**src/design/slqv_pkg.sv**
```systemverilog
// shared types, constants and helpers of the sprite and line quad vertex generator
// no dependencies
package slqv_pkg;

  localparam int COORD_BITS  = 24;
  localparam int ANGLE_BITS  = 16;
  localparam int TEX_BITS    = 16;
  localparam int RGBA_BITS   = 32;
  localparam int THICK_BITS  = COORD_BITS - 1;
  localparam int Q16_BITS    = 16;
  localparam int QS_BITS     = Q16_BITS + 1;
  localparam int SC_BITS     = Q16_BITS + 2;
  localparam int SIN_SH      = Q16_BITS - (ANGLE_BITS - 2);
  localparam int PROD_BITS   = COORD_BITS + SC_BITS;
  localparam int ACC_BITS    = PROD_BITS + 4;
  localparam int ROUND_SHIFT = Q16_BITS + 1;
  localparam int SAT_IN_BITS = ACC_BITS - ROUND_SHIFT;
  localparam int NRM_BITS    = 30;
  localparam int SQ_BITS     = 2 * NRM_BITS;
  localparam int SUM_BITS    = SQ_BITS + 2;
  localparam int LEN_BITS    = NRM_BITS + 1;
  localparam int NUM_BITS    = NRM_BITS + THICK_BITS;
  localparam int REM_BITS    = NUM_BITS + 2;
  localparam int DIV_Q_BITS  = THICK_BITS + 1;
  localparam int DSH_BITS    = LEN_BITS + 1 + DIV_Q_BITS;
  localparam int CNT_BITS    = $clog2(DIV_Q_BITS);
  localparam int N_BITS      = DIV_Q_BITS + 1;
  localparam int QDEPTH      = 2;
  localparam int QPTR_BITS   = $clog2(QDEPTH);
  localparam int QCNT_BITS   = $clog2(QDEPTH + 1);

  localparam logic OP_SPRITE = 1'b0;
  localparam logic OP_LINE   = 1'b1;

  localparam logic [1:0] CORNER_LAST = 2'd3;

  localparam logic [QS_BITS-1:0]  SIN_A   = QS_BITS'(102944);
  localparam logic [Q16_BITS-1:0] SIN_B   = Q16_BITS'(42048);
  localparam logic [Q16_BITS-1:0] SIN_C   = Q16_BITS'(4640);
  localparam logic [QS_BITS-1:0]  ONE_Q16 = QS_BITS'(65536);

  localparam logic signed [COORD_BITS-1:0] COORD_MAX = {1'b0, {(COORD_BITS-1){1'b1}}};
  localparam logic signed [COORD_BITS-1:0] COORD_MIN = {1'b1, {(COORD_BITS-1){1'b0}}};

  typedef struct packed {
    logic                          op;
    logic signed [COORD_BITS-1:0]  fx;
    logic signed [COORD_BITS-1:0]  fy;
    logic signed [COORD_BITS-1:0]  gx;
    logic signed [COORD_BITS-1:0]  gy;
    logic [ANGLE_BITS-1:0]         rot;
    logic [THICK_BITS-1:0]         thick;
    logic [TEX_BITS-1:0]           u0;
    logic [TEX_BITS-1:0]           v0;
    logic [TEX_BITS-1:0]           u1;
    logic [TEX_BITS-1:0]           v1;
    logic [RGBA_BITS-1:0]          rgba;
  } item_t;

  typedef struct packed {
    logic                          op;
    logic signed [PROD_BITS-1:0]   bx;
    logic signed [PROD_BITS-1:0]   by;
    logic signed [PROD_BITS-1:0]   p1;
    logic signed [PROD_BITS-1:0]   p2;
    logic signed [PROD_BITS-1:0]   p3;
    logic signed [PROD_BITS-1:0]   p4;
    logic signed [COORD_BITS-1:0]  fx;
    logic signed [COORD_BITS-1:0]  fy;
    logic signed [COORD_BITS-1:0]  gx;
    logic signed [COORD_BITS-1:0]  gy;
    logic signed [N_BITS-1:0]      nx;
    logic signed [N_BITS-1:0]      ny;
    logic [TEX_BITS-1:0]           u0;
    logic [TEX_BITS-1:0]           v0;
    logic [TEX_BITS-1:0]           u1;
    logic [TEX_BITS-1:0]           v1;
    logic [RGBA_BITS-1:0]          rgba;
  } job_t;

  function automatic logic signed [COORD_BITS-1:0] sat_coord(
    input logic signed [SAT_IN_BITS-1:0] v
  );
    logic signed [COORD_BITS-1:0] r;
    if (v > SAT_IN_BITS'(COORD_MAX)) begin
      r = COORD_MAX;
    end else if (v < SAT_IN_BITS'(COORD_MIN)) begin
      r = COORD_MIN;
    end else begin
      r = v[COORD_BITS-1:0];
    end
    return r;
  endfunction

endpackage

```
**src/design/slqv_front.sv**
```systemverilog
// front end: accepts primitives, drops zero-length lines, two-entry queue
// depends on slqv_pkg
module slqv_front (
  input  logic           clk,
  input  logic           rst_n,
  input  logic           in_valid,
  output logic           in_stall,
  input  slqv_pkg::item_t in_item,
  output logic           q_vld,
  output slqv_pkg::item_t q_item,
  input  logic           q_pop
);

  slqv_pkg::item_t                   mem_r [slqv_pkg::QDEPTH];
  logic [slqv_pkg::QPTR_BITS-1:0]    wr_r, wr_nxt, rd_r, rd_nxt;
  logic [slqv_pkg::QCNT_BITS-1:0]    cnt_r, cnt_nxt;
  logic                              drop, push;

  assign in_stall = (cnt_r == slqv_pkg::QCNT_BITS'(slqv_pkg::QDEPTH));
  assign drop = (in_item.op == slqv_pkg::OP_LINE) && (in_item.fx == in_item.gx) &&
                (in_item.fy == in_item.gy);
  assign push = in_valid && !in_stall && !drop;
  assign q_vld = (cnt_r != '0);
  assign q_item = mem_r[rd_r];

  always_comb begin
    wr_nxt  = push ? slqv_pkg::QPTR_BITS'(wr_r + 1'b1) : wr_r;
    rd_nxt  = q_pop ? slqv_pkg::QPTR_BITS'(rd_r + 1'b1) : rd_r;
    cnt_nxt = cnt_r;
    if (push && !q_pop) begin
      cnt_nxt = cnt_r + 1'b1;
    end else if (!push && q_pop) begin
      cnt_nxt = cnt_r - 1'b1;
    end
  end

  always_ff @(posedge clk) begin
    if (!rst_n) begin
      wr_r  <= '0;
      rd_r  <= '0;
      cnt_r <= '0;
    end else begin
      wr_r  <= wr_nxt;
      rd_r  <= rd_nxt;
      cnt_r <= cnt_nxt;
    end
  end

  always_ff @(posedge clk) begin
    if (push) begin
      mem_r[wr_r] <= in_item;
    end
  end

endmodule

```
**config.mk**
```make
export PLATFORM = sky130hd
export DESIGN_NAME = slqv_front
export DESIGN_NICKNAME = d
export VERILOG_FILES = /design/src/design/slqv_pkg.sv /design/src/design/slqv_front.sv
export SDC_FILE = /design/constraint.sdc
export NUM_CORES = 1
export LEC_CHECK = 0
export BUFFER_PORTS_ARGS = -buffer_cell sky130_fd_sc_hd__buf_2
export CAP_MARGIN = 10
export CORE_AREA = 2 2 185 187
export CTS_CLUSTER_DIAMETER = 30
export DETAILED_ROUTE_END_ITERATION = 7
export DIE_AREA = 0 0 187 189
export MAX_ROUTING_LAYER = met4
export PLACE_DENSITY = 0.79
export REMOVE_ABC_BUFFERS = 1
export SYNTH_ARGS = -nofsm -noshare
export SYNTH_HDL_FRONTEND = slang
export SYNTH_SLANG_ARGS = --single-unit
```
**constraint.sdc**
```tcl
create_clock -name clk -period 13.9 [get_ports clk]
set_input_delay 2.78 -clock clk [delete_from_list [all_inputs] [get_ports clk]]
set_output_delay 2.78 -clock clk [all_outputs]
set_load 0.02 [all_outputs]
```
## Yosys cells after proc, flatten, opt, wreduce, memory -nomap -nowiden

Memory sizes are Yosys's and may differ from the RTL's. A register that Yosys moved wholly into a read port is not among the register bits.
Index checks and enable logic that the tools add are counted.

- Add/subtract/negate cells: 4
- Equality and inequality tests: 3
- Muxes and demuxes: 6
- Reduce and logical (&&, ||, !) cells: 12

Operators with widths:

| kind | number |
|---|---|
| $eq A24 B24 Y1 | 2 |
| $logic_and A1 B1 Y1 | 6 |
| $logic_not A1 Y1 | 4 |
| $mux W1 | 4 |
| $mux W2 | 2 |
| $reduce_bool A2 Y1 | 2 |
| $add A1 B1 Y1 const B | 2 |
| $add A2 B1 Y2 const B | 1 |
| $eq A2 B2 Y1 const B | 1 |
| $sub A2 B1 Y2 const B | 1 |

- Register bits after elaboration: 4
- RAM bits: 464
- Input port bits: 236
- Output and inout port bits: 234
- Word-level logic and storage cells: 29
- Memories kept: 1

Memories:

| name | depth | bits a word | read ports | clocked after memory_dff | write ports | RTL line | RTL |
|---|---|---|---|---|---|---|---|
| mem_r | 2 | 232 | 1 | 1 | 1 | slqv_front.sv:14 | `slqv_pkg::item_t mem_r [slqv_pkg::QDEPTH];` |

## Longest topological paths before layout

Gate-level depths: netlist (run 1).

- Word-level depth: 9
- Mapped depth: 9
- Gate-level depth less buffers: 9

## Worst setup path after synthesis (run 1)

Ideal clock, no wire load.

- Path type: input to register
- Start: in in_item[200] (netlist bit)
- End: mem mem_r[1][0] (netlist bit) (enable)
- Library setup time: 0.622 ns
- Arrival time: 8.587 ns
- Data required time: 13.278 ns
- Slack: 4.691 ns
- Stages on the path: 6
- Path buffers: 0
- Cells stage by stage: xor2_1 -> nor4_1 -> nand4_1 -> nor4_4 -> nor2_1 -> and2_1

- Word-level cells in the longest chain between the ends: 6

RTL lines:

| what | RTL line | RTL |
|---|---|---|
| from (decl) | slqv_front.sv:8 | `input slqv_pkg::item_t in_item,` |
| $eq A24 B24 Y1 | slqv_front.sv:21 | `(in_item.fy == in_item.gy);` |
| $logic_and A1 B1 Y1 | slqv_front.sv:20 | `assign drop = (in_item.op == slqv_pkg::OP_LINE) && (in_item.fx == in_item.gx) &&` |
| $logic_not A1 Y1 | slqv_front.sv:22 | `assign push = in_valid && !in_stall && !drop;` |
| $logic_and A1 B1 Y1 | slqv_front.sv:22 |  |
| $mux W1 | slqv_front.sv:50 | `if (push) begin` |
| $mux W1 (not written as such) | slqv_front.sv:51 | `mem_r[wr_r] <= in_item;` |
| to (decl) | slqv_front.sv:14 |  |

Every way passes these cells.

==> metrics.yaml, run 1 <==
synthMuxAreaShare_pct: 15.0
synthesis.area_sq_um: 17400
r2r-end: "mem_r[1][17]"
min_from: "wr_r"
outcome: "completed"
synth_top_family_by_area: "multiplexers"
grt_pass1_wl_microns: 60100
finalWirelength_microns: 40200
vias: 9660
r2r_slack_ps: 10560
clkTransAtPathRegs_ps: 50
fin_nets: 1591
ys_seq_area_share_pct: 80.5
yosys.area_share.simple_pct: 1.00
avgSynthCellArea_sq_um: 21.4
synthTopCellsByCount: "464 x edfxtp_1, 232 x mux2_2, 41 x xor2_1, 18 x buf_2, 9 x nor4_1"
cts_root_buffer: "clkbuf_16"
drc: 0
drv_slew: 0
synth-edff-count: 464
yosysUniqueCellTypes: 28
crit_chain: "buf_4, buf_4, mux2_2, buf_2"
max-cap-violations: 0
ctsLongestPathBuffers: 3
setup_tns_ps: 0
start_kind: "register"
synth-adder-area-share_pct: 0.0718
tritoncts_num_sinks: 469
hold_depth: 2
critical_path.top_delay_family: "buffers and inverters"
critPathMostFrequentCell: "buf_4"
reg2regPathDepth: 6
rsz0062_at_grt: "false"
crit_buf_inv: 3
ir_drop_mv: 0.130
die_area_sq_um: 35300
antenna_found_initial: 10
min_period_over_period_pct: 45.4
cts_buffers: 85
start_util_pct: 52.4
grt_pass1_vias: 10300
gp_congestion: 0.807
async_reset_ff_share_pct: 0
ys_warn_count: 0
setup-violations-final: 0
area_delta_synth_final_pct: 33.0
yosys-top-cells-area: "edfxtp_1 80%, mux2_2 15%, xor2_1 2.1%"
drt_iter0_drc: 571
hold_viol: 0
rows: 67
cts_hold_buf: 0
ant_nets: 0
grt_max_degree: 93
clk_latency_ps: 590
die_w_microns: 187
hold_path.class: "register to register"
critPathMaxFanout: 57
worstHoldEndpoint: "wr_r"
post_drt_wl_per_cell_microns: 21.3
overflow: 0
cts_tree: "done"
firstDrtPassIters: 7
critPathRequiredTime_ps: 11120
worstMarginPinSlew_ps: 1130
fmax_ghz: 0.158
r2r_start: "cnt_r[0]"
critical_path_class: "register to output port"
htreeDepth: 3
endpoint_kind: "output port"
synthXorXnorAreaFrac_pct: 2.41
yosys_most_used_dff: "edfxtp_1"
dp.final_hpwl_microns: 25700
cts_resized: 0
synth_top_area_share_pct: 79.9
power_density_nw_per_um2: 187
fp.dieH_microns: 189
yosys_register_bits: 469
cp_slowest_cell: "dfxtp_4"
syn_inst: 816
synth_most_common_cell: "edfxtp_1"
skew_ps: 20.3
slew_headroom_pct: 24.6
cp.arrival_ps: 3530
yosysTopAreaCell: "edfxtp_1"
cpPeakStageDelay_ps: 810
timing.final.crit_period_ps: 6310
p_leak_nw: 8.80
post-cts-setup-buffer-count: 0
globalRouteTotalUtil_pct: 23.4
drive_above_1_share_pct: 59.6
ios: 470
utilization_pct: 69.7
portBuffers: 469
fp.coreArea_sq_um: 33300
synth_compound_area_share_pct: 0.237
vias_per_cell: 5.13
registers in the layout, indices dropped and copies added (netlist names), named ones only:
| signal | cells |
|---|---|
| cnt_r | 2 |
| mem_r | 464 |
| rd_r | 1 |
| wr_r | 1 |
routing by layer:
| layer | vias to the layer above | wire (microns) | share of wire, % | GRT usage (%) |
|---|---|---|---|---|
| met5 | - | 0 | 0 | - |
| met4 | 0 | 924 | 2.3 | 8.09 |
| met3 | 68 | 3800 | 9.5 | 8.92 |
| met2 | 432 | 21000 | 52 | 39.3 |
| met1 | 4804 | 14400 | 36 | 25.5 |
| li1 | 4356 | - | - | - |
worst max path at each step:
stage                     cells after the start           end
after floorplan                               6   mem_r[1][0]
after global placement                        9  mem_r[1][17]
after detailed placement                      9  mem_r[1][88]
after CTS                                     4    q_item[67]
after global routing                          4    q_item[46]
final                                         4     q_item[5]
stage by stage:
| stage | std cells | cell area, sq um | total power [mW] | hold WS, ps | setup WS [ps] |
|---|---|---|---|---|---|
| floorplan | 790 | 17300 | 2.16 | 462 | 4690 |
| CTS | 1873 | 23200 | 4.37 | 534 | 7560 |
| finish | 1882 | 23200 | 4.33 | 543 | 7590 |
| global route | 1882 | 23200 | 4.48 | 562 | 7400 |
| global placement | 1715 | 20300 | 2.31 | 477 | 7680 |
| detailed placement | 1715 | 20300 | 2.33 | 498 | 7700 |
power by group:
part / switching, mW / internal [mW]
clock network: 0.682 / 1.34
logic: 0.350 / 0.197
registers: 0.0379 / 1.72
cell families after synthesis:
group,after synthesis
buffers and inverters,32
multiplexers,232
AND/OR/NAND/NOR,27
XOR/XNOR,48
AO/OA/AOI/OAI,7
flip-flops,469
adder cells (fa/ha/maj),1
cell usage in the layout, fill, tap and decap left out, types with 2 or more instances in the layout:
cell type | synthesis | final
a21oi_1 | 2 | 2
buf_2 | 18 | 469
buf_4 | 0 | 8
bufinv_16 | 0 | 10
clkbuf_1 | 8 | 8
clkbuf_16 | 0 | 88
clkinv_1 | 0 | 16
clkinv_2 | 0 | 11
clkinv_4 | 0 | 4
clkinvlp_4 | 0 | 10
dfxtp_1 | 5 | 4
diode_2 | 0 | 9
edfxtp_1 | 464 | 464
inv_1 | 6 | 5
inv_6 | 0 | 9
inv_8 | 0 | 2
mux2_2 | 232 | 232
nand4_1 | 3 | 3
nor2_1 | 4 | 4
nor4_1 | 9 | 9
o21ai_0 | 2 | 2
xnor2_1 | 7 | 7
xor2_1 | 41 | 41
area by class of cell:
class / instances / area (sq um)
Antenna cell: 9 / 22.5
Sequential cell: 469 / 14000
Fill cell: 2085 / 10100
Timing Repair Buffer: 477 / 2410
Multi-Input combinational cell: 315 / 3260
Tap cell: 448 / 561
Clock buffer: 96 / 2230
Clock inverter: 62 / 632
Inverter: 6 / 30.0
tightest hold or removal path, stage by stage (launching register included):
cell and delay [ps]:
dfxtp_1 320, o21ai_1 90, a21oi_1 80
Power figures use the tool's default switching activity.
==> run 2, diff against run 1 <==
Settings changed: CORE_AREA 2 2 185 187 to not set, CORE_MARGIN set to 2, CORE_UTILIZATION set to 47, DIE_AREA 0 0 187 189 to not set, PLACE_DENSITY 0.79 to 0.74.
Clock period 13.9 ns to 5.55 ns, I/O delays scaled along.
==> metrics.yaml, run 2 (synthesis gave the netlist of run 1 again) <==
ios: 470  # unchanged
drv_slew: 0  # unchanged
start_util_pct: 47.6  # was 52.4%
portBuffers: 469  # unchanged
overflow: 0  # unchanged
outcome: "completed"  # unchanged
drc: 0  # unchanged
drt_iter0_drc: 406  # was 571
worstMarginPinSlew_ps: 1110  # was 1130 ps
hold_path.class: "register to register"  # unchanged
tritoncts_num_sinks: 469  # unchanged
rsz0062_at_grt: "false"  # unchanged
regMostFlops: "mem_r"  # unchanged
cts_resized: 0  # unchanged
largest_reg_flops: 464  # unchanged
grtUsageMet1_pct: 21.7  # was 25.5%
cpPeakStageDelay_ps: 1050  # was 810 ps
hold_viol: 0  # unchanged
cts_buffers: 92  # was 85
fp.dieH_microns: 197  # was 189 microns
top_usage_layer: "met2"  # unchanged
nFillCells: 2542  # was 2,085
grt_pass1_wl_microns: 56800  # was 60,100 microns
globalRouteTotalUtil_pct: 20.2  # was 23.4%
antenna_found_initial: 10  # unchanged
crit_buf_inv: 2  # was 3
slew_headroom_pct: 26.1  # was 24.6%
critPathMaxFanout: 77  # was 57
start_kind: "register"  # unchanged
place_ws_ps: 1470  # was 7700 ps
finalWirelength_microns: 39400  # was 40,200 microns
fin_nets: 1597  # was 1,591
die_w_microns: 197  # was 187 microns
grtUsageMet2_pct: 33.3  # was 39.3%
skew_ps: 18.5  # was 20.3 ps
hold_ws_ps: 502  # was 543 ps
cts_hold_buf: 0  # unchanged
drive_above_1_share_pct: 60.4  # was 59.6%
mostFrequentLayoutCell: "buf_2"  # unchanged
post-cts-setup-buffer-count: 0  # unchanged
globalRouteMet3Util_pct: 7.46  # was 8.92%
grt_max_degree: 147  # was 93
p_leak_nw: 8.91  # was 8.80 nW
placed_cell_area_sq_um: 20400  # was 20,300 sq um
min_period_over_period_pct: 69.7
htreeDepth: 3  # unchanged
critical_path.top_delay_family: "flip-flops"  # was buffers and inverters
cts_root_buffer: "clkbuf_16"  # unchanged
vias: 9586  # was 9,660
clkTransAtPathRegs_ps: 40  # was 50 ps
cts_tree: "done"  # unchanged
timing.final.crit_period_ps: 3870
die_area_sq_um: 38700  # was 35,300 sq um
dp.final_hpwl_microns: 25500  # was 25,700 microns
area_delta_synth_final_pct: 34.8  # was 33.0%
most-common-layout-cells: "469 x buf_2, 464 x edfxtp_1, 232 x mux2_2"  # unchanged
rows: 70  # was 67
ant_nets: 0  # unchanged
critical_path_class: "register to output port"  # unchanged
reg.largest.list: "mem_r x464, cnt_r x2"  # unchanged
endpoint_kind: "output port"  # unchanged
utilization_pct: 64.2  # was 69.7%
power_density_nw_per_um2: 476  # was 187 nW/um^2
fin_area_sq_um: 23500  # was 23,200 sq um
ctsLongestPathBuffers: 3  # unchanged
ir_drop_mv: 0.344  # was 0.130 mV
gp_congestion: 0.789  # was 0.807
vias_per_cell: 5.00  # was 5.13
grt_pass1_vias: 10200  # was 10,300
clk_latency_ps: 590  # about the same
critPathRequiredTime_ps: 4440  # was 11,120 ps
firstDrtPassIters: 4  # was 7
finalWorstSetupSlack_ps: 1680  # was 7590 ps
max-cap-violations: 0  # unchanged
power_mw: 11.2  # was 4.33 mW
cp_slowest_cell: "dfxtp_4"  # unchanged
cp.arrival_ps: 2760  # was 3530 ps
setup-violations-final: 0  # unchanged
post_drt_wl_per_cell_microns: 20.6  # was 21.3 microns
crit_chain: "buf_4, mux2_2, buf_2"  # was buf_4, buf_4, mux2_2, buf_2
fp.coreArea_sq_um: 36600  # was 33,300 sq um
fmax_ghz: 0.258
-- run 2: power by group --
group	internal (mW)	switching [mW]	total, mW
combinational	0.502	0.868	1.37
clock	3.59	1.82	5.41
sequential	4.32	0.0957	4.41
-- run 2: final cells by class --
class	count	area (sq um)	share of cell area, %
flip-flops and latches	469	14000	59.7
multi-input cells	315	3260	13.9
repair buffers	476	2450	10.4
clock buffers	98	2350	9.98
clock inverters	74	763	3.25
well taps	468	586	2.49
inverters	6	30.0	0.128
diodes	10	25.0	0.106
-- run 2: per-layer routing --
layer	routed length (microns)	part of all wire [%]	vias up
met1	14700	37	4691
li1	-	-	4395
met4	1340	3.4	0
met2	19800	50	406
met5	0	0	-
met3	3670	9.3	94
-- run 2: final timing paths --
path	startpoint	end	slack, ps	depth (start not counted)
max	register	q_item[125]	1680	3
min	wr_r	wr_r	500	2
max reg2reg	cnt_r[0]	mem_r[0][99]	2600	5
min reg2reg	wr_r	wr_r	500	2
-- run 2: worst register-to-register path, stage by stage, from the launching register on --
cell	delay (ps)
dfxtp_1	400
nor2b_1	90
nand2b_1	180
or3_2	540
inv_8	720
buf_12	610
-- run 2: per-stage QoR --
| step | setup TNS [ps] | instances |
|---|---|---|
| 6_report | 0 | 1916 |
| 5_1_grt | 0 | 1916 |
| 4_1_cts | 0 | 1906 |
| 3_5_place_dp | 0 | 1734 |
| 3_3_place_gp | 0 | 1734 |
| 2_1_floorplan | -1219090 | 790 |
