<file path="config.mk">
export PLATFORM = sky130hd
export DESIGN_NAME = slqv_emit
export DESIGN_NICKNAME = d
export VERILOG_FILES = /design/src/design/slqv_pkg.sv /design/src/design/slqv_emit.sv
export SDC_FILE = /design/constraint.sdc
export NUM_CORES = 1
export LEC_CHECK = 0
export BUFFER_PORTS_ARGS = -buffer_cell sky130_fd_sc_hd__clkbuf_2
export CAP_MARGIN = 15
export CORE_MARGIN = 2
export CORE_UTILIZATION = 45
export DETAILED_ROUTE_END_ITERATION = 7
export GPL_ROUTABILITY_DRIVEN = 1
export PLACE_DENSITY = 0.81
export SLEW_MARGIN = 20
export SYNTH_ARGS = -nofsm -noshare
export SYNTH_HDL_FRONTEND = slang
export SYNTH_SLANG_ARGS = --single-unit
export TNS_END_PERCENT = 100
</file>
<file path="constraint.sdc">
create_clock -name clk -period 29 [get_ports clk]
set_clock_uncertainty 0.2 [all_clocks]
set_input_delay 2.9 -clock clk [delete_from_list [all_inputs] [get_ports clk]]
set_output_delay 2.9 -clock clk [all_outputs]
set_load 0.1 [all_outputs]
</file>
<file path="src/design/slqv_pkg.sv">
// shared types, constants and helpers of the sprite and line quad vertex generator
// no dependencies
package slqv_pkg;

  localparam int COORD_BITS  = 24;
  localparam int ANGLE_BITS  = 16;
  localparam int TEX_BITS    = 16;
  localparam int RGBA_BITS   = 32;
  localparam int THICK_BITS  = COORD_BITS - 1;
  localparam int Q16_BITS    = 16;
  localparam int QS_BITS     = Q16_BITS + 1;
  localparam int SC_BITS     = Q16_BITS + 2;
  localparam int SIN_SH      = Q16_BITS - (ANGLE_BITS - 2);
  localparam int PROD_BITS   = COORD_BITS + SC_BITS;
  localparam int ACC_BITS    = PROD_BITS + 4;
  localparam int ROUND_SHIFT = Q16_BITS + 1;
  localparam int SAT_IN_BITS = ACC_BITS - ROUND_SHIFT;
  localparam int NRM_BITS    = 30;
  localparam int SQ_BITS     = 2 * NRM_BITS;
  localparam int SUM_BITS    = SQ_BITS + 2;
  localparam int LEN_BITS    = NRM_BITS + 1;
  localparam int NUM_BITS    = NRM_BITS + THICK_BITS;
  localparam int REM_BITS    = NUM_BITS + 2;
  localparam int DIV_Q_BITS  = THICK_BITS + 1;
  localparam int DSH_BITS    = LEN_BITS + 1 + DIV_Q_BITS;
  localparam int CNT_BITS    = $clog2(DIV_Q_BITS);
  localparam int N_BITS      = DIV_Q_BITS + 1;
  localparam int QDEPTH      = 2;
  localparam int QPTR_BITS   = $clog2(QDEPTH);
  localparam int QCNT_BITS   = $clog2(QDEPTH + 1);

  localparam logic OP_SPRITE = 1'b0;
  localparam logic OP_LINE   = 1'b1;

  localparam logic [1:0] CORNER_LAST = 2'd3;

  localparam logic [QS_BITS-1:0]  SIN_A   = QS_BITS'(102944);
  localparam logic [Q16_BITS-1:0] SIN_B   = Q16_BITS'(42048);
  localparam logic [Q16_BITS-1:0] SIN_C   = Q16_BITS'(4640);
  localparam logic [QS_BITS-1:0]  ONE_Q16 = QS_BITS'(65536);

  localparam logic signed [COORD_BITS-1:0] COORD_MAX = {1'b0, {(COORD_BITS-1){1'b1}}};
  localparam logic signed [COORD_BITS-1:0] COORD_MIN = {1'b1, {(COORD_BITS-1){1'b0}}};

  typedef struct packed {
    logic                          op;
    logic signed [COORD_BITS-1:0]  fx;
    logic signed [COORD_BITS-1:0]  fy;
    logic signed [COORD_BITS-1:0]  gx;
    logic signed [COORD_BITS-1:0]  gy;
    logic [ANGLE_BITS-1:0]         rot;
    logic [THICK_BITS-1:0]         thick;
    logic [TEX_BITS-1:0]           u0;
    logic [TEX_BITS-1:0]           v0;
    logic [TEX_BITS-1:0]           u1;
    logic [TEX_BITS-1:0]           v1;
    logic [RGBA_BITS-1:0]          rgba;
  } item_t;

  typedef struct packed {
    logic                          op;
    logic signed [PROD_BITS-1:0]   bx;
    logic signed [PROD_BITS-1:0]   by;
    logic signed [PROD_BITS-1:0]   p1;
    logic signed [PROD_BITS-1:0]   p2;
    logic signed [PROD_BITS-1:0]   p3;
    logic signed [PROD_BITS-1:0]   p4;
    logic signed [COORD_BITS-1:0]  fx;
    logic signed [COORD_BITS-1:0]  fy;
    logic signed [COORD_BITS-1:0]  gx;
    logic signed [COORD_BITS-1:0]  gy;
    logic signed [N_BITS-1:0]      nx;
    logic signed [N_BITS-1:0]      ny;
    logic [TEX_BITS-1:0]           u0;
    logic [TEX_BITS-1:0]           v0;
    logic [TEX_BITS-1:0]           u1;
    logic [TEX_BITS-1:0]           v1;
    logic [RGBA_BITS-1:0]          rgba;
  } job_t;

  function automatic logic signed [COORD_BITS-1:0] sat_coord(
    input logic signed [SAT_IN_BITS-1:0] v
  );
    logic signed [COORD_BITS-1:0] r;
    if (v > SAT_IN_BITS'(COORD_MAX)) begin
      r = COORD_MAX;
    end else if (v < SAT_IN_BITS'(COORD_MIN)) begin
      r = COORD_MIN;
    end else begin
      r = v[COORD_BITS-1:0];
    end
    return r;
  endfunction

endpackage

</file>
<file path="src/design/slqv_emit.sv">
// corner emitter: walks the four corners of a finished job into the output register
// depends on slqv_pkg
module slqv_emit (
  input  logic                                clk,
  input  logic                                rst_n,
  input  logic                                res_vld,
  input  slqv_pkg::job_t                      res,
  output logic                                res_take,
  output logic                                out_valid,
  input  logic                                out_stall,
  output logic signed [slqv_pkg::COORD_BITS-1:0] out_vertex_x,
  output logic signed [slqv_pkg::COORD_BITS-1:0] out_vertex_y,
  output logic [slqv_pkg::TEX_BITS-1:0]       out_vertex_u,
  output logic [slqv_pkg::TEX_BITS-1:0]       out_vertex_v,
  output logic [slqv_pkg::RGBA_BITS-1:0]      out_vertex_rgba,
  output logic [1:0]                          out_corner_index,
  output logic                                out_last_corner
);

  localparam int AB = slqv_pkg::ACC_BITS;
  localparam int SB = slqv_pkg::SAT_IN_BITS;

  slqv_pkg::job_t job_r;
  logic           job_vld_r;
  logic [1:0]     corner_r;
  logic           out_vld_r, out_vld_nxt;
  logic signed [slqv_pkg::COORD_BITS-1:0] x_r, y_r, x_nxt, y_nxt;
  logic [slqv_pkg::TEX_BITS-1:0]  u_r, v_r;
  logic [slqv_pkg::RGBA_BITS-1:0] rgba_r;
  logic [1:0]     idx_r;
  logic           last_r;

  logic           adv, pos_x, pos_y;
  logic signed [AB-1:0] t1, t2, t3, t4, ax, ay;
  logic signed [SB-1:0] lx, ly, nxe, nye;

  assign adv      = job_vld_r && (!out_vld_r || !out_stall);
  assign res_take = res_vld && (!job_vld_r || (adv && corner_r == slqv_pkg::CORNER_LAST));
  assign pos_x    = corner_r inside {2'd1, 2'd2};
  assign pos_y    = corner_r[1];

  always_comb begin
    t1 = pos_x ? AB'(job_r.p1) : -AB'(job_r.p1);
    t2 = pos_y ? AB'(job_r.p2) : -AB'(job_r.p2);
    t3 = pos_x ? AB'(job_r.p3) : -AB'(job_r.p3);
    t4 = pos_y ? AB'(job_r.p4) : -AB'(job_r.p4);
    ax = AB'(job_r.bx) + t1 - t2 + AB'(1 <<< slqv_pkg::Q16_BITS);
    ay = AB'(job_r.by) + t3 + t4 + AB'(1 <<< slqv_pkg::Q16_BITS);
    nxe = pos_y ? -SB'(job_r.nx) : SB'(job_r.nx);
    nye = pos_y ? -SB'(job_r.ny) : SB'(job_r.ny);
    lx = (pos_x ? SB'(job_r.gx) : SB'(job_r.fx)) + nxe;
    ly = (pos_x ? SB'(job_r.gy) : SB'(job_r.fy)) + nye;
    if (job_r.op == slqv_pkg::OP_LINE) begin
      x_nxt = slqv_pkg::sat_coord(lx);
      y_nxt = slqv_pkg::sat_coord(ly);
    end else begin
      x_nxt = slqv_pkg::sat_coord(ax[AB-1:slqv_pkg::ROUND_SHIFT]);
      y_nxt = slqv_pkg::sat_coord(ay[AB-1:slqv_pkg::ROUND_SHIFT]);
    end
    out_vld_nxt = out_vld_r;
    if (adv) begin
      out_vld_nxt = 1'b1;
    end else if (!out_stall) begin
      out_vld_nxt = 1'b0;
    end
  end

  always_ff @(posedge clk) begin
    if (!rst_n) begin
      job_vld_r <= 1'b0;
      corner_r  <= '0;
      out_vld_r <= 1'b0;
    end else begin
      out_vld_r <= out_vld_nxt;
      if (res_take) begin
        job_vld_r <= 1'b1;
      end else if (adv && corner_r == slqv_pkg::CORNER_LAST) begin
        job_vld_r <= 1'b0;
      end
      if (adv) begin
        corner_r <= corner_r + 1'b1;
      end
    end
  end

  always_ff @(posedge clk) begin
    if (res_take) begin
      job_r <= res;
    end
    if (adv) begin
      x_r    <= x_nxt;
      y_r    <= y_nxt;
      u_r    <= pos_x ? job_r.u1 : job_r.u0;
      v_r    <= pos_y ? job_r.v1 : job_r.v0;
      rgba_r <= job_r.rgba;
      idx_r  <= corner_r;
      last_r <= (corner_r == slqv_pkg::CORNER_LAST);
    end
  end

  assign out_valid        = out_vld_r;
  assign out_vertex_x     = x_r;
  assign out_vertex_y     = y_r;
  assign out_vertex_u     = u_r;
  assign out_vertex_v     = v_r;
  assign out_vertex_rgba  = rgba_r;
  assign out_corner_index = idx_r;
  assign out_last_corner  = last_r;

endmodule

</file>
### After elaboration in Yosys (flattened, before gate mapping)

Index checks and enable logic that the tools add are counted.

* add/subtract/negate cells: 15
* order comparisons: 8
* eq/ne operators: 4
* mux-type cells: 24
* reduce and logical (&&, ||, !) cells: 10

Operators by type and width (number)
* two-way mux 24 bit: 10
* two-way mux 46 bit: 4
* negator 42 -> 46 bit: 4
* > comparator 29 x 24 -> 1 bit, second input constant: 4
* less-than comparator 29 x 24 -> 1 bit, second input constant: 4
* two-way mux 29 bit: 4
* adder 42 x 46 -> 46 bit: 2
* adder 46 x 18 -> 46 bit, second input constant: 2
* adder 29 bit: 2
* negator 25 -> 29 bit: 2
* adder 46 bit: 1
* subtractor 46 bit: 1
* two-way mux 16 bit: 2
* equality test 2 bit, second input constant: 2
* two-way mux 1 bit: 4
* nonzero test 2 bit: 2
* logical AND 1 bit: 3
* zero test 1 bit: 3
* adder 2 x 1 -> 2 bit, second input constant: 1
* equality test 2 x 1 -> 1 bit, second input constant: 1
* logical OR 1 bit: 2
* != test 2 x 1 -> 1 bit, second input constant: 1

* register bits: 614
* input port bits: 499
* output and inout bits: 117
* word-level logic and storage cells: 89

### Longest topological paths before layout

Gate-level depths: netlist of run 1.

* depth after elaboration: 10
* gate-level depth with buffers: 25
* gate-level depth less buffers: 23

### Worst setup path before layout of run 1

Ideal clock, no wire load.

* path kind: input -> output
* start point: in out_stall
* end point: out res_take
* arrival time: 26.079 ns
* data required time: 25.900 ns
* slack: -0.179 ns
* cell stages on the path: 3
* buffers on the path: 0
* cells stage by stage: nand2_1 a21boi_0 nor2b_1

* longest elaborated chain between the ends: 6

RTL lines
* start, declared: RTL line slqv_emit.sv:10 `input logic out_stall,`
* zero test 1 bit
* logical OR 1 bit: RTL line slqv_emit.sv:37 `assign adv = job_vld_r && (!out_vld_r || !out_stall);`
* logical AND 1 bit: RTL line slqv_emit.sv:37
* logical AND 1 bit: RTL line slqv_emit.sv:38 `assign res_take = res_vld && (!job_vld_r || (adv && corner_r == slqv_pkg::CORNER_LAST));`
* logical OR 1 bit: RTL line slqv_emit.sv:38
* logical AND 1 bit: RTL line slqv_emit.sv:38
* end, declared: RTL line slqv_emit.sv:8 `output logic res_take,`

Every way passes these cells.

### Worst setup path after layout of run 1

* start point: reg job_r[328] in the netlist's numbering
* end point: reg x_r (netlist bit out_vertex_x[1]), data pin

* longest elaborated chain between the ends: 8
* elaborated cells between the ends (all ways): 9
* classes of those cells: add/sub: 3; order compare: 2; mux: 4

RTL lines
* start, declared: RTL line slqv_emit.sv:23 `slqv_pkg::job_t job_r;`
* start signal, assigned: RTL line slqv_emit.sv:88 `job_r <= res;`
* negator 42 -> 46 bit: RTL line slqv_emit.sv:44 `t2 = pos_y ? AB'(job_r.p2) : -AB'(job_r.p2);`
* two-way mux 46 bit *: RTL line slqv_emit.sv:44
* subtractor 46 bit *: RTL line slqv_emit.sv:47 `ax = AB'(job_r.bx) + t1 - t2 + AB'(1 <<< slqv_pkg::Q16_BITS);`
* adder 46 x 18 -> 46 bit *: RTL line slqv_emit.sv:47
* less-than comparator 29 x 24 -> 1 bit: RTL line slqv_pkg.sv:87 `end else if (v < SAT_IN_BITS'(COORD_MIN)) begin`
* two-way mux 24 bit: RTL line slqv_pkg.sv:87
* two-way mux 24 bit *: RTL line slqv_pkg.sv:85 `if (v > SAT_IN_BITS'(COORD_MAX)) begin`
* two-way mux 24 bit *: RTL line slqv_emit.sv:53 `if (job_r.op == slqv_pkg::OP_LINE) begin`
* net x_nxt (one bit): RTL line slqv_emit.sv:27 `logic signed [slqv_pkg::COORD_BITS-1:0] x_r, y_r, x_nxt, y_nxt;`
* end signal, assigned: RTL line slqv_emit.sv:91 `x_r <= x_nxt;`
* end, declared: RTL line slqv_emit.sv:27

The timed path passes the listed nets; every way through them passes the cells marked *.
A chain may end at the register's enable or synchronous reset.

==> impl_metrics.toml, run 1 <==
[power_and_ir_drop]
switching_power_uw = 1530
seq_power_share = 0.308
leakagePower_uw = 0.0169
power_density_nw_per_um2 = 87.2
pwr-share-clk = 0.224
intPower_uw = 2150
ir_worst_vdd_v = 0.0000563
swShare = 0.416
combPwrFrac = 0.467

[yosys]
postSynth.topFlopCell = "edfxtp_1"
avgSynthCellArea_um2 = 12.1
synth.net_count = 3784
synthCells = 2958
yosys.area.top_type = "edfxtp_1"
synth_edf_count = 610
synth_top_area_frac = 0.512
synth-seq-area-share = 0.515
async_flop_share = 0
yosysUniqueCellTypes = 103
synthTopCellsByArea = "edfxtp_1 51%, ha_1 8.3%, fa_1 5.0%"
synth-seq-cells = 614
synth_warnings = 0
syn-cell-area_um2 = 35700

[floorplanning]
die_w_um = 286
num_rows = 103
initial_core_util = 0.453
dieArea_um2 = 81700
core_um2 = 78900
ios = 616
die_h_um = 286

[setup_path]
cp-endpoint = "out_vertex_x[1]$_DFFE_PP_"
worstSetupEndpointType = "flop"
reg2reg_slack_ns = 21.28
r2r_cells = 22
crit_start = "job_r[328]$_DFFE_PP_"
worstReg2RegStart = "job_r[328]$_DFFE_PP_"
reg2reg_to = "out_vertex_x[1]$_DFFE_PP_"
required_ns = 29.09
worstSetupPathType = "flop to flop"
cp-start-kind = "flop"
crit_arrival_ns = 7.81
crit_fanout = 23

[layout]
drive_gt1_frac = 0.238
final_util = 0.535
final_common_cell = "clkbuf_2"
final_net_count = 4422
syn2layout_area_growth_pct = 18.0
final_cell_mix = "615 x clkbuf_2, 610 x edfxtp_1, 236 x ha_1"

[clock_network]
cts_buffers = 68
cts.sinks = 614
cts-resized-gates = 0
clk_pin_slew_ns = 0.07
post-cts-setup-buffers = 0
cts_root_buffer = "clkbuf_16"
clock_latency_ns = 0.62
htree_levels = 3
clockBufferDepth = 3
postCtsHoldBufs = 0
cts_tree = "built"

[status]
status = "finished, final reports clean"

[placed_design]
dp_hpwl_um = 74300
port_buffers = 615
place.gp.congestion = 0.973

[flow_run]
cap_violations = 0

[global_route]
grt_start_max_net_pins = 98
track_usage = 0.227
grt_pass1_vias = 26000
grt_pass1_wl_um = 143000
antenna_found_initial = 11
gr-total-overflow = 0

[timing]
tightest_slew_ns = 1.15
fmax_mhz = 130
period_share = 0.266
final-max-slew-violation-count = 0
min_period_ns = 7.72
hold_viol = 0
setup-violations-final = 0
grt_setup_unrepaired = "no"
maxSlewHeadroom = 0.228
fin_tns_setup_ns = 0

[routing]
routed_wl_um = 95500
via_count = 25900
first_pass_iters = 6
ant_nets = 0
via_per_inst = 5.51
drc_errors = 0
wl_per_cell_um = 20.3
drt_iter0_drc = 1980

[worst_hold_path]
hp-class = "flop to flop"
hold_path_startpoint = "job_r[6]$_DFFE_PP_"
routing by layer:
metal  track usage  vias up  wire length (um)
li1              -    12300                 -
met2         0.397      982             48200
met3        0.0372      236              5630
met5             0        -                34
met1         0.270    12400             37100
met4         0.111        6              4540
final cells by class:
cell class                      count  area [um2]
Inverter                          209         785
Timing Repair Buffer              634        3240
Antenna cell                        8        20.0
Fill cell                        6624       36700
Multi-Input combinational cell   2069       16300
Tap cell                         1050        1310
Clock buffer                       78        1780
Sequential cell                   614       18400
Clock inverter                     42         327
sequential cells by signal (all words and copies together), names as in the netlist:
name and cells:
out_last_corner 1, out_vertex_u 16, job_vld_r 1, out_valid 1, corner_r 2, out_vertex_v 16, out_vertex_rgba 32, out_corner_index 2
out_vertex_x 24, job_r 495, out_vertex_y 24
cell usage after synthesis, drive strengths merged (8+ instances only):
cell,count
and3,18
nand4,24
o21ai,125
a211oi,31
or2,17
a31oi,25
nand3,41
nor3b,8
and4,9
fa,90
o22ai,10
nor2,204
edfxtp,610
nand2b,26
xnor2,165
a22oi,24
a211o,8
o31ai,14
nor2b,12
o211ai,22
inv,208
o41ai,9
and2,27
buf,19
a21boi,9
or3,31
a21o,34
nand2,142
o21bai,19
nor4,26
o22a,14
mux2i,8
nor3,85
ha,237
or4,19
xor2,136
a21oi,210
o21a,25
clkbuf,46
mux2,80
power groups by stage:
| stage | Combinational (uW) | Clock, uW | Sequential (uW) |
|---|---|---|---|
| final | 1720 | 825 | 1130 |
| after global routing | 1870 | 871 | 1140 |
| after CTS | 1710 | 840 | 1130 |
| after floorplan | 1070 | 0 | 1370 |
| after global placement | 1660 | 0 | 1150 |
| after detailed placement | 1690 | 0 | 1150 |
cell families (layout without fill, tap and decap cells):
family | Yosys count | after routing | share of synthesized area
muxes | 88 | 88 | 0.0274
DFF | 614 | 614 | 0.515
AOI/OAI and AO/OA | 643 | 643 | 0.117
adders and majority gates | 327 | 327 | 0.133
xor gates and xnor gates | 303 | 303 | 0.0756
other | 0 | 8 | 0
buffers and inverters | 275 | 963 | 0.0304
and+or+nand+nor | 708 | 708 | 0.102
critical path, stage by stage, from the launching register on:
cell      delay (ns)
edfxtp_1        0.44
or3_1           0.44
nor2_1          0.16
nand2_1         0.15
nor2_1          0.37
nand2_1         0.24
or3_1           0.41
nor3_1          0.68
a31oi_1         0.20
xor2_1          0.19
fa_1            0.50
inv_1           0.04
ha_1            0.28
ha_1            0.34
and2_1          0.18
nand3_1         0.19
or3_1           0.41
o32a_1          0.20
and2_1          0.16
a311oi_1        0.41
nand2_1         0.16
o32ai_4         0.77
a22oi_1         0.23
how the worst min path moves through the flow:
stage	end	slack, ns	depth (start not counted)
6_report	out_vertex_rgba[6]$_DFFE_PP_	0.22	0
5_1_grt	out_vertex_rgba[15]$_DFFE_PP_	0.22	0
4_1_cts	out_vertex_rgba[9]$_DFFE_PP_	0.22	0
3_5_place_dp	out_vertex_rgba[11]$_DFFE_PP_	0.20	0
3_3_place_gp	out_vertex_rgba[3]$_DFFE_PP_	0.20	0
2_1_floorplan	out_vertex_rgba[0]$_DFFE_PP_	0.20	0
stage by stage:
step | worst slack (ns) | hold WS (ns) | total power [uW] | std cells | instance area (um2)
global placement | 21.66 | 0.200 | 2810 | 4575 | 40000
finish | 21.28 | 0.218 | 3680 | 4704 | 42200
floorplan | 9.63 | 0.200 | 2440 | 2958 | 35700
global route | 20.79 | 0.225 | 3880 | 4704 | 42200
CTS | 21.38 | 0.218 | 3680 | 4695 | 42100
detailed placement | 21.45 | 0.205 | 2840 | 4575 | 40000
(Power assumes the default switching activity.)
==> run 2: changes to the inputs <==
--- a/config.mk
+++ b/config.mk
@@ -11,7 +11,7 @@
 export CORE_UTILIZATION = 45
 export DETAILED_ROUTE_END_ITERATION = 7
 export GPL_ROUTABILITY_DRIVEN = 1
-export PLACE_DENSITY = 0.81
+export PLACE_DENSITY = 0.78
 export SLEW_MARGIN = 20
 export SYNTH_ARGS = -nofsm -noshare
 export SYNTH_HDL_FRONTEND = slang
==> constraint.sdc (replaced) <==
create_clock -name clk -period 7.6 [get_ports clk]
set_clock_uncertainty 0.2 [all_clocks]
set_input_delay 0.76 -clock clk [delete_from_list [all_inputs] [get_ports clk]]
set_output_delay 0.76 -clock clk [all_outputs]
set_load 0.1 [all_outputs]
==> run 2 against run 1 <==
Global-route usage is 0.21 points higher. Critical path type unchanged. Via count hardly changed. Sequential power grew to 3.8 times the previous value. Fmax is 6.6% higher. Hold slack worse by 0.11 ns. Critical path depth is 2 lower. First-iteration DRC count is 0.51% lower. Register-to-register slack worse by 21 ns. Clock power grew to 3.8 times the previous value.
==> impl_metrics.toml, run 2 (same netlist as run 1, synthesis figures left out) <==
[routing]
ant_nets = 0
via_per_inst = 5.49
drt_iter0_drc = 1970
via_count = 25900
wl_per_cell_um = 20.4
drc_errors = 0
first_pass_iters = 6
routed_wl_um = 96100

[floorplanning]
num_rows = 103
initial_core_util = 0.453
ios = 616
die_w_um = 286
dieArea_um2 = 81700
die_h_um = 286
core_um2 = 78900

[global_route]
grt_pass1_wl_um = 145000
gr-total-overflow = 0
grt_start_max_net_pins = 203
grt_pass1_vias = 25900
track_usage = 0.229
antenna_found_initial = 11

[placed_design]
dpl_cell_area_um2 = 40100
place.gp.congestion = 0.960
port_buffers = 615
pre_cts_ws_ns = 0.295
dp_hpwl_um = 74100

[setup_path]
crit_fanout = 15
path_cells = "or3_1 > or2_2 > nor3_2 > nand3_1 > nor4_1 > a21oi_1 > xor2_1 > fa_1 > ha_1 > ha_1 > nand3_1 > or2_2 > nor4_1 > o311a_1 > o311a_1 > nor3_1 > nor4b_1 > nand3_2 > a211oi_1 > a2bb2oi_1"
critPathMaxStageDelay_ns = 0.51
crit_slowest_cell = "nor4_1"
crit_arrival_ns = 7.45
worstSetupEndpointType = "flop"
cp-start-kind = "flop"
worstSetupPathType = "flop to flop"
required_ns = 7.81

[layout]
largest_reg_flops = 495
n_fill_cell = 6633
regMostFlops = "job_r"
final_common_cell = "clkbuf_2"
stdcell_area_um2 = 42300
final_cell_mix = "615 x clkbuf_2, 610 x edfxtp_1, 236 x ha_1"
drive_gt1_frac = 0.241
final_net_count = 4428
syn2layout_area_growth_pct = 18.4

[power_and_ir_drop]
power_density_nw_per_um2 = 333
ir_worst_vdd_v = 0.000220
leakagePower_uw = 0.0170

[flow_run]
cap_violations = 0

[worst_hold_path]
hp-class = "input port to flop"

[clock_network]
clk_pin_slew_ns = 0.06
cts_tree = "built"
postCtsHoldBufs = 0
htree_levels = 3
cts.sinks = 614
clockBufferDepth = 3
cts_root_buffer = "clkbuf_16"
cts_buffers = 69
clock_latency_ns = 0.62

[timing]
fmax_mhz = 138
period_share = 0.952
min_period_ns = 7.24
grt_setup_unrepaired = "no"
tightest_slew_ns = 1.11
fin_tns_setup_ns = 0
worst_slack_ns = 0.362
final-max-slew-violation-count = 0
hold_viol = 0
maxSlewHeadroom = 0.259
whs_ns = 0.111
setup-violations-final = 0

[status]
status = "finished, final reports clean"
run 2: stage by stage:
| stage | power, uW | util | instances |
|---|---|---|---|
| after CTS | 14100 | 0.536 | 4701 |
| after detailed placement | 10900 | 0.509 | 4579 |
| after floorplan | 9280 | - | 2958 |
| final | 14100 | 0.537 | 4714 |
| after global placement | 10800 | 0.509 | 4579 |
| after global routing | 14900 | 0.537 | 4713 |
run 2: worst paths after layout:
path                        startpoint                      endpoint  slack (ns)  cells past startpoint
setup / recovery  job_r[245]$_DFFE_PP_    out_vertex_y[22]$_DFFE_PP_        0.36                     20
hold / removal                 res[27]           job_r[27]$_DFFE_PP_        0.11                      1
setup reg to reg  job_r[245]$_DFFE_PP_    out_vertex_y[22]$_DFFE_PP_        0.36                     20
hold reg to reg     job_r[0]$_DFFE_PP_  out_vertex_rgba[0]$_DFFE_PP_        0.21                      0
run 2: repair_timing:
item,CTS,global route
buffers inserted,0,1
endpoints found under the setup margin,0,46
gates resized for setup,0,7
run 2: report_power, final:
part | internal (uW) | total, uW | switching, uW | leakage (uW)
Combinational | 2330 | 6630 | 4300 | 0.0101
Sequential | 4150 | 4330 | 184 | 0.00582
Clock | 1740 | 3140 | 1400 | 0.00101
run 2: layer usage:
metal	wire, um	track usage	part of all wire
met1	37100	0.278	0.39
met2	49200	0.404	0.51
met3	5920	0.0333	0.062
met4	3920	0.100	0.041
met5	10	0	0.00010
run 2: layout make-up:
class / instances / area (um2) / area share
sequential: 614 / 18400 / 0.435
multi-input combinational: 2069 / 16400 / 0.387
timing repair buffer: 639 / 3320 / 0.0785
clock buffer: 82 / 1780 / 0.0419
tap: 1050 / 1310 / 0.0310
inverter: 209 / 785 / 0.0185
clock inverter: 40 / 343 / 0.00810
antenna: 11 / 27.5 / 0.000650
run 2: critical path: cells and delay by family (launching register included):
family                   cells  cell delay [ns]
AO/OA/AOI/OAI                5             1.38
XOR/XNOR                     1             0.23
adder cells (fa/ha/maj)      3             1.13
flip-flops                   1             0.44
AND/OR/NAND/NOR             11             3.63
